### src/sv/pbsc_pkg.sv
package pbsc_pkg;

    localparam int FRAME_W     = 16;
    localparam int FRAC_W      = 16;
    localparam int DEBT_W      = 32;
    localparam int PLAYED_W    = 48;
    localparam int STATE_W     = 3;
    localparam int OP_W        = 3;
    localparam int APB_ADDR_W  = 3;
    localparam int APB_DATA_W  = 32;
    localparam int IN_TDATA_W  = 56;
    localparam int OUT_TDATA_W = 88;

    localparam int SAMPLE_RATE_DEFAULT = 44100;

    localparam logic [FRAME_W-1:0] TARGET_RESET = 16'd441;

    // Register indexes, taken from paddr[2].
    localparam logic REG_TARGET = 1'b0;
    localparam logic REG_START  = 1'b1;

    typedef enum logic [OP_W-1:0] {
        OP_RESUME  = 3'd0,
        OP_DRAIN   = 3'd1,
        OP_DISCARD = 3'd2,
        OP_AVAIL   = 3'd3,
        OP_STOP    = 3'd4,
        OP_TICK    = 3'd5,
        OP_WRITTEN = 3'd6
    } op_t;

    typedef enum logic [4:0] {
        MODE_PLAYING   = 5'b00001,
        MODE_DRAINING  = 5'b00010,
        MODE_SUSPENDED = 5'b00100,
        MODE_UNDERRUN  = 5'b01000,
        MODE_STOPPED   = 5'b10000
    } mode_t;

    localparam logic [STATE_W-1:0] ST_PLAYING   = 3'd0;
    localparam logic [STATE_W-1:0] ST_DRAINING  = 3'd1;
    localparam logic [STATE_W-1:0] ST_SUSPENDED = 3'd2;
    localparam logic [STATE_W-1:0] ST_UNDERRUN  = 3'd3;
    localparam logic [STATE_W-1:0] ST_STOPPED   = 3'd4;

    typedef struct packed {
        logic [OP_W-1:0]    operation;
        logic [DEBT_W-1:0]  elapsed_frames_q16;
        logic [FRAME_W-1:0] delivered_frames;
    } item_t;

    typedef struct packed {
        logic [STATE_W-1:0]  stream_state;
        logic [FRAME_W-1:0]  buffered_count;
        logic [FRAME_W-1:0]  request_frames;
        logic                drain_done;
        logic                rejected;
        logic [PLAYED_W-1:0] played_total;
    } result_t;

    typedef struct packed {
        logic [FRAME_W-1:0] target_buffer_frames;
        logic               start_playing;
        logic               load_mode;
    } cfg_ctl_t;

    function automatic logic [STATE_W-1:0] mode_code(input mode_t m);
        logic [STATE_W-1:0] c;
        unique case (m)
            MODE_PLAYING:   c = ST_PLAYING;
            MODE_DRAINING:  c = ST_DRAINING;
            MODE_SUSPENDED: c = ST_SUSPENDED;
            MODE_UNDERRUN:  c = ST_UNDERRUN;
            MODE_STOPPED:   c = ST_STOPPED;
            default:        c = ST_SUSPENDED;
        endcase
        return c;
    endfunction

endpackage

### src/sv/pbsc_apb_regs.sv
module pbsc_apb_regs
(
    input  logic                               clk,
    input  logic                               rst_n,
    input  logic                               psel,
    input  logic                               penable,
    input  logic                               pwrite,
    input  logic [pbsc_pkg::APB_ADDR_W-1:0]    paddr,
    input  logic [pbsc_pkg::APB_DATA_W-1:0]    pwdata,
    output logic [pbsc_pkg::APB_DATA_W-1:0]    prdata,
    output logic                               pready,
    output pbsc_pkg::cfg_ctl_t                 cfg
);

    logic [pbsc_pkg::FRAME_W-1:0] target_reg;
    logic [pbsc_pkg::FRAME_W-1:0] target_next;
    logic                         start_reg;
    logic                         start_next;
    logic                         wr_en;

    assign pready = 1'b1;
    assign wr_en  = psel && penable && pwrite;

    always_comb
    begin
        target_next = target_reg;
        start_next  = start_reg;
        if (wr_en)
        begin
            if (paddr[2] == pbsc_pkg::REG_TARGET)
            begin
                target_next = pwdata[pbsc_pkg::FRAME_W-1:0];
            end
            else
            begin
                start_next = pwdata[0];
            end
        end
    end

    always_ff @(posedge clk or negedge rst_n)
    begin
        if (!rst_n)
        begin
            target_reg <= pbsc_pkg::TARGET_RESET;
            start_reg  <= 1'b0;
        end
        else
        begin
            target_reg <= target_next;
            start_reg  <= start_next;
        end
    end

    always_comb
    begin
        if (paddr[2] == pbsc_pkg::REG_TARGET)
        begin
            prdata = {{(pbsc_pkg::APB_DATA_W-pbsc_pkg::FRAME_W){1'b0}}, target_reg};
        end
        else
        begin
            prdata = {{(pbsc_pkg::APB_DATA_W-1){1'b0}}, start_reg};
        end
    end

    // Writing start_playing reloads the mode in the same edge as the register.
    assign cfg.target_buffer_frames = target_reg;
    assign cfg.start_playing        = pwdata[0];
    assign cfg.load_mode            = wr_en && (paddr[2] == pbsc_pkg::REG_START);

endmodule

### src/sv/pbsc_update.sv
module pbsc_update
#(
    parameter int SAMPLE_RATE = pbsc_pkg::SAMPLE_RATE_DEFAULT
)
(
    input  logic                 clk,
    input  logic                 rst_n,
    input  pbsc_pkg::cfg_ctl_t   cfg,
    input  logic                 item_valid,
    input  pbsc_pkg::item_t      item,
    output pbsc_pkg::result_t    result
);

    localparam int FW = pbsc_pkg::FRAME_W;
    localparam int DW = pbsc_pkg::DEBT_W;
    localparam int QW = pbsc_pkg::FRAC_W;
    localparam int PW = pbsc_pkg::PLAYED_W;
    localparam logic [DW:0] DebtCap = (DW+1)'(SAMPLE_RATE) << QW;

    pbsc_pkg::mode_t mode_reg, mode_next;
    logic [FW-1:0]   buffered_reg, buffered_next;
    logic [DW-1:0]   debt_reg, debt_next;
    logic [PW-1:0]   played_reg, played_next;
    logic [FW-1:0]   last_req_reg, last_req_next;

    logic [DW:0]     debt_sum;
    logic [DW-1:0]   debt_capped;
    logic [FW-1:0]   whole;
    logic [FW-1:0]   consumed;
    logic [FW-1:0]   buf_after;
    logic [FW-1:0]   got;
    logic [FW:0]     fill_sum;
    logic [FW-1:0]   fill_sat;
    logic [FW-1:0]   req;
    logic            done;
    logic            rej;
    logic            stopped;
    logic            running;

    assign stopped = (mode_reg == pbsc_pkg::MODE_STOPPED);
    assign running = (mode_reg == pbsc_pkg::MODE_PLAYING)
                  || (mode_reg == pbsc_pkg::MODE_DRAINING);

    // Tick datapath: accrue debt, cap at one second, consume what is buffered.
    always_comb
    begin
        debt_sum    = {1'b0, debt_reg} + {1'b0, item.elapsed_frames_q16};
        debt_capped = (debt_sum > DebtCap) ? DebtCap[DW-1:0] : debt_sum[DW-1:0];
        whole       = debt_capped[DW-1:QW];
        consumed    = (whole < buffered_reg) ? whole : buffered_reg;
        buf_after   = buffered_reg - consumed;
    end

    // Data-written datapath: delivery limited to the request, sum saturates.
    always_comb
    begin
        got      = (item.delivered_frames < last_req_reg) ? item.delivered_frames
                                                          : last_req_reg;
        fill_sum = {1'b0, buffered_reg} + {1'b0, got};
        fill_sat = fill_sum[FW] ? {FW{1'b1}} : fill_sum[FW-1:0];
    end

    always_comb
    begin
        mode_next     = mode_reg;
        buffered_next = buffered_reg;
        debt_next     = debt_reg;
        played_next   = played_reg;
        last_req_next = last_req_reg;
        req           = '0;
        done          = 1'b0;
        rej           = 1'b0;

        unique case (pbsc_pkg::op_t'(item.operation))
            pbsc_pkg::OP_RESUME:
            begin
                if (stopped)
                begin
                    rej = 1'b1;
                end
                else
                begin
                    mode_next = pbsc_pkg::MODE_PLAYING;
                    debt_next = '0;
                end
            end
            pbsc_pkg::OP_DRAIN:
            begin
                if (stopped)
                begin
                    rej = 1'b1;
                end
                else
                begin
                    mode_next = pbsc_pkg::MODE_DRAINING;
                end
            end
            pbsc_pkg::OP_DISCARD:
            begin
                if (stopped)
                begin
                    rej = 1'b1;
                end
                else
                begin
                    buffered_next = '0;
                    mode_next     = pbsc_pkg::MODE_SUSPENDED;
                end
            end
            pbsc_pkg::OP_AVAIL:
            begin
                if (mode_reg == pbsc_pkg::MODE_UNDERRUN)
                begin
                    mode_next = pbsc_pkg::MODE_PLAYING;
                    debt_next = '0;
                end
            end
            pbsc_pkg::OP_STOP:
            begin
                mode_next = pbsc_pkg::MODE_STOPPED;
            end
            pbsc_pkg::OP_TICK:
            begin
                last_req_next = '0;
                if (running)
                begin
                    buffered_next = buf_after;
                    debt_next     = debt_capped - {consumed, {QW{1'b0}}};
                    played_next   = played_reg + {{(PW-FW){1'b0}}, consumed};
                    if (mode_reg == pbsc_pkg::MODE_DRAINING && buf_after == '0)
                    begin
                        mode_next = pbsc_pkg::MODE_SUSPENDED;
                        done      = 1'b1;
                    end
                    else if (mode_reg == pbsc_pkg::MODE_PLAYING
                             && buf_after < cfg.target_buffer_frames)
                    begin
                        last_req_next = cfg.target_buffer_frames - buf_after;
                        req           = cfg.target_buffer_frames - buf_after;
                    end
                end
            end
            pbsc_pkg::OP_WRITTEN:
            begin
                if (last_req_reg != '0)
                begin
                    last_req_next = '0;
                    if (mode_reg == pbsc_pkg::MODE_PLAYING)
                    begin
                        buffered_next = fill_sat;
                        if (got == '0 && fill_sat == '0)
                        begin
                            mode_next = pbsc_pkg::MODE_UNDERRUN;
                        end
                    end
                end
            end
            default:
            begin
            end
        endcase
    end

    always_ff @(posedge clk or negedge rst_n)
    begin
        if (!rst_n)
        begin
            mode_reg     <= pbsc_pkg::MODE_SUSPENDED;
            buffered_reg <= '0;
            debt_reg     <= '0;
            played_reg   <= '0;
            last_req_reg <= '0;
        end
        else if (cfg.load_mode)
        begin
            mode_reg <= cfg.start_playing ? pbsc_pkg::MODE_PLAYING
                                          : pbsc_pkg::MODE_SUSPENDED;
            debt_reg <= '0;
        end
        else if (item_valid)
        begin
            mode_reg     <= mode_next;
            buffered_reg <= buffered_next;
            debt_reg     <= debt_next;
            played_reg   <= played_next;
            last_req_reg <= last_req_next;
        end
    end

    assign result.stream_state   = pbsc_pkg::mode_code(mode_next);
    assign result.buffered_count = buffered_next;
    assign result.request_frames = req;
    assign result.drain_done     = done;
    assign result.rejected       = rej;
    assign result.played_total   = played_next;

endmodule

### src/sv/playback_buffer_state_controller.sv
// Playback buffer state controller. Each word on the input stream is one event
// (resume, drain, discard, data available, stop, tick, data written) and yields
// exactly one result word with the stream mode, the buffered frame count, any
// refill request, the drain-done and rejected flags and the 48-bit played total.
// A new word is accepted every cycle unless the input stalls, as described below;
// it is held in the input register, then its result word is registered in the
// result register and presented on the output, with all state updated by a single
// combinational pass in between. The result register is separate from the input
// register, so one more word is taken while a result waits for the sink; after
// that the input stalls until the sink takes the result. Configuration is written
// through the APB port: target_buffer_frames at address 0 and start_playing at
// address 4, where a write of start_playing also reloads the mode and clears the
// frame debt.
module playback_buffer_state_controller
#(
    parameter int SAMPLE_RATE = pbsc_pkg::SAMPLE_RATE_DEFAULT
)
(
    input  logic                                clk,
    input  logic                                rst_n,

    input  logic                                psel,
    input  logic                                penable,
    input  logic                                pwrite,
    input  logic [pbsc_pkg::APB_ADDR_W-1:0]     paddr,
    input  logic [pbsc_pkg::APB_DATA_W-1:0]     pwdata,
    output logic [pbsc_pkg::APB_DATA_W-1:0]     prdata,
    output logic                                pready,

    input  logic                                s_axis_tvalid,
    output logic                                s_axis_tready,
    // operation[2:0], elapsed_frames_q16[34:3], delivered_frames[50:35], zero pad
    input  logic [pbsc_pkg::IN_TDATA_W-1:0]     s_axis_tdata,

    output logic                                m_axis_tvalid,
    input  logic                                m_axis_tready,
    // stream_state[2:0], buffered_count[18:3], request_frames[34:19],
    // drain_done[35], rejected[36], played_total[84:37], zero pad
    output logic [pbsc_pkg::OUT_TDATA_W-1:0]    m_axis_tdata
);

    localparam int RES_W = $bits(pbsc_pkg::result_t);

    pbsc_pkg::cfg_ctl_t cfg;
    pbsc_pkg::item_t    in_item_reg;
    pbsc_pkg::item_t    in_item_next;
    logic               in_valid_reg;
    logic               in_valid_next;
    pbsc_pkg::result_t  res_comb;
    pbsc_pkg::result_t  out_res_reg;
    logic               out_valid_reg;
    logic               out_valid_next;
    logic               advance;
    logic               in_take;

    pbsc_apb_regs u_regs
    (
        .clk     (clk),
        .rst_n   (rst_n),
        .psel    (psel),
        .penable (penable),
        .pwrite  (pwrite),
        .paddr   (paddr),
        .pwdata  (pwdata),
        .prdata  (prdata),
        .pready  (pready),
        .cfg     (cfg)
    );

    pbsc_update #(.SAMPLE_RATE(SAMPLE_RATE)) u_update
    (
        .clk        (clk),
        .rst_n      (rst_n),
        .cfg        (cfg),
        .item_valid (advance),
        .item       (in_item_reg),
        .result     (res_comb)
    );

    // The held word moves on when the result register is empty or being drained.
    assign advance       = in_valid_reg && (!out_valid_reg || m_axis_tready);
    assign s_axis_tready = !in_valid_reg || advance;
    assign in_take       = s_axis_tvalid && s_axis_tready;

    always_comb
    begin
        in_item_next.operation          = s_axis_tdata[2:0];
        in_item_next.elapsed_frames_q16 = s_axis_tdata[34:3];
        in_item_next.delivered_frames   = s_axis_tdata[50:35];
        in_valid_next = in_take ? 1'b1 : (advance ? 1'b0 : in_valid_reg);
        out_valid_next = advance ? 1'b1 : (m_axis_tready ? 1'b0 : out_valid_reg);
    end

    always_ff @(posedge clk or negedge rst_n)
    begin
        if (!rst_n)
        begin
            in_valid_reg  <= 1'b0;
            out_valid_reg <= 1'b0;
        end
        else
        begin
            in_valid_reg  <= in_valid_next;
            out_valid_reg <= out_valid_next;
        end
    end

    always_ff @(posedge clk)
    begin
        if (in_take)
        begin
            in_item_reg <= in_item_next;
        end
        if (advance)
        begin
            out_res_reg <= res_comb;
        end
    end

    assign m_axis_tvalid = out_valid_reg;
    assign m_axis_tdata  = {{(pbsc_pkg::OUT_TDATA_W-RES_W){1'b0}},
                            out_res_reg.played_total,
                            out_res_reg.rejected,
                            out_res_reg.drain_done,
                            out_res_reg.request_frames,
                            out_res_reg.buffered_count,
                            out_res_reg.stream_state};

endmodule

### config.mk
export PLATFORM = sky130hd
export DESIGN_NAME = playback_buffer_state_controller
export DESIGN_NICKNAME = d
export VERILOG_FILES = /design/src/sv/pbsc_pkg.sv /design/src/sv/pbsc_apb_regs.sv /design/src/sv/pbsc_update.sv /design/src/sv/playback_buffer_state_controller.sv
export SDC_FILE = /design/constraint.sdc
export NUM_CORES = 1
export LEC_CHECK = 0
export BUFFER_PORTS_ARGS = -buffer_cell sky130_fd_sc_hd__buf_4
export CORE_AREA = 2 2 185 187
export DETAILED_ROUTE_END_ITERATION = 6
export DIE_AREA = 0 0 187 189
export HOLD_SLACK_MARGIN = 0.08
export PLACE_DENSITY = 0.84
export SLEW_MARGIN = 0
export SYNTH_ARGS = -nofsm -noshare
export SYNTH_HDL_FRONTEND = slang
export SYNTH_SLANG_ARGS = --single-unit
### constraint.sdc
create_clock -name clk -period 32.8 [get_ports clk]
set_input_delay 1.64 -clock clk [delete_from_list [all_inputs] [get_ports clk]]
set_output_delay 1.64 -clock clk [all_outputs]
set_load 0.03 [all_outputs]
==> results.ini <==
[clocking]
cts_setup_buffers=0
cts_resized=0
root_buffer=clkbuf_16
cts-buffers-inserted=31
htreeDepth=1
clk_path_buf_depth=3
path_clk_slew_ns=0.06
cts_sinks=272
clk_latency_ns=0.61
cts_hold_buf=0
cts_tree=built

[finish]
largest_reg_flops=85
fin_util_pct=67.6
seq_area_um2=7500
final_common_cell=nand2_1
fin_area_um2=22500
n_antenna_cell=0
multi_input_area_um2=11500
layout_common_cells=nand2_1, buf_4, nor2_1
final_layout_size_suffix_gt1_share_pct=15.3
nNetsFinal=2532
fillers=2590
stdcell_count=2791
syn_to_final_growth_pct=13.4

[logic_synthesis]
synth_edf_count=136
ys.flop_type=edfxtp_1
post_synth_num_cell_types=109
synth_top_area_share_pct=20.6
syn_area_per_cell_um2=9.05
yosysSeqAreaShare_pct=37.8
synth.area.top_cells=edfxtp_1, dfrtp_1, ha_1
yosysTopAreaCell=edfxtp_1
ys_ff_latch=272
ys_async_sr_fraction_pct=50.0
yosysWarnings=0
netlist_instances=2191
syn_area_um2=19800

[setup_path]
worst_path_most_repeated_cell=a21o_1
endpoint=u_update.last_req_reg[1]
cp.required_ns=33.30
worstSetupStartpointType=register
critPathArrivalTime_ns=12.86
critPathLaunch=u_update.debt_reg[0]
critical-path-top-delay-family=compound AO/OA/AOI/OAI gates
rr_startpoint=u_update.debt_reg[0]
cp_num_buf_inv=4
cpMaxStageDelayCell=nor3_1
path_depth=46
slowest_delay_ns=0.65
r2r_slack_ns=20.43
reg2reg_depth=46
cp_max_fo=46
r2r-end=u_update.last_req_reg[1]
endpoint_kind=register
criticalPathCategory=reg2reg

[place]
dp_cells=2733
place.gp.congestion=0.995
pre_cts_slack_ns=20.93
io_buffers=177
post_dp_cell_area_um2=21400
hpwl_mm=44.9

[global_route]
grt_max_degree=91
grt_first_pass_wirelength_mm=93.9
grt_pass1_vias=17200
overflow=0
track_usage_pct=33.4
antenna_found_initial=1

[floorplan]
std_cell_rows=67
core-area_um2=33300
start_util_pct=59.6
die_x_um=187
num_io_pins=221
dieArea_um2=35300
die_y_um=189

[sta]
max-slew-margin-rel_pct=10.9
holdWs_ns=0.488
setup_tns_ns=0
fmax_mhz=80.9
rsz0062_at_grt=no
post-route-min-period_ns=12.37
slew_violations=0
fin_ws_ns=20.43
final.setup_skew_ns=0.0219
worst_pin_slew_ns=1.32
finalHoldViolCount=0
min_period_over_period_pct=37.7
setup_viol=0

[min_path]
hold_start=u_update.debt_reg[26]
hold_class=reg2reg

[routing]
via_per_inst=6.45
drc=0
wl_mm=60.5
antenna_left=0
drtIter0Drc=1793
first_pass_iters=6
vias=18000
wl_per_cell_um=21.7

[power_and_ir_drop]
seqPwrFrac_pct=24.3
swShare_pct=45.9
combPwrFrac_pct=55.6
cellLeakagePower_nw=9.76
p_switching_mw=0.842
power_mw=1.84
clkPwrFrac_pct=20.1
power.internal_mw=0.993
cellPowerDensity_nw_per_um2=81.6
peakVddDrop_uv=50.1

[run_status]
outcome=complete, no violations

[flow_run]
maxCapViolCount=0

[power groups by stage]
stage                     clock network (mW)  registers (mW)  logic [mW]
after CTS                              0.372           0.444       0.994
after global routing                   0.384           0.449        1.10
after floorplan                            0           0.449       0.712
after detailed placement                   0           0.450       0.987
final                                  0.369           0.446        1.02
after global placement                     0           0.449       0.966
[worst min-delay path by stage]
stage | slack [ns] | end | cells past startpoint
after floorplan | 0.44 | u_update.debt_reg[20] | 2
after detailed placement | 0.46 | u_regs.start_reg | 2
after global placement | 0.46 | u_regs.start_reg | 2
after global routing | 0.50 | u_regs.start_reg | 2
final | 0.49 | u_update.debt_reg[26] | 2
after CTS | 0.48 | u_update.debt_reg[26] | 2
[Yosys cell counts, types with 22 or more instances]
cell      count
nand2_1     275
nor2_1      156
edfxtp_1    136
o21ai_0     133
dfrtp_1     129
a21oi_1     119
ha_1        113
xnor2_1      93
inv_1        80
xor2_1       76
clkbuf_1     73
nor3_1       67
nand3_1      66
a21o_1       52
mux2_2       36
nand4_1      33
nor2b_1      27
and2_1       25
a31oi_1      24
and3_1       22
buf_4        22
[kinds of logic after synthesis]
| logic type | count (synthesis) | synth area share, % |
|---|---|---|
| AOI/OAI and AO/OA | 589 | 20.8 |
| xor gates and xnor gates | 170 | 7.54 |
| adders and majority gates | 133 | 8.30 |
| buffers and inverters | 210 | 4.51 |
| DFF | 272 | 37.8 |
| muxes | 39 | 2.20 |
| other | 2 | 0.0379 |
| and+or+nand+nor | 776 | 18.9 |
[worst reg2reg max path, delay by kind of cell, from the launching register on]
| family | cells | cell delay [ns] |
|---|---|---|
| compound gates | 25 | 6.73 |
| simple gates | 11 | 2.60 |
| fa+ha+maj | 6 | 1.88 |
| buf+inv | 4 | 0.66 |
| flops | 1 | 0.39 |
[cell type report]
class | count | area share, %
Inverter | 87 | 1.46
Clock buffer | 37 | 3.64
Sequential cell | 272 | 33.3
Clock inverter | 21 | 1.19
Tap cell | 448 | 2.49
Multi-Input combinational cell | 1727 | 51.2
Timing Repair Buffer | 199 | 6.66
[layer usage]
layer  up-vias  share of wire (%)  track usage (%)
li1       8291                  -                -
met1      8575                 41             43.3
met2       938                 46             55.0
met3       190                8.1             5.58
met4         2                5.2             15.5
met5         -              0.020                0
No activity file was read; power rests on OpenSTA's default activity.
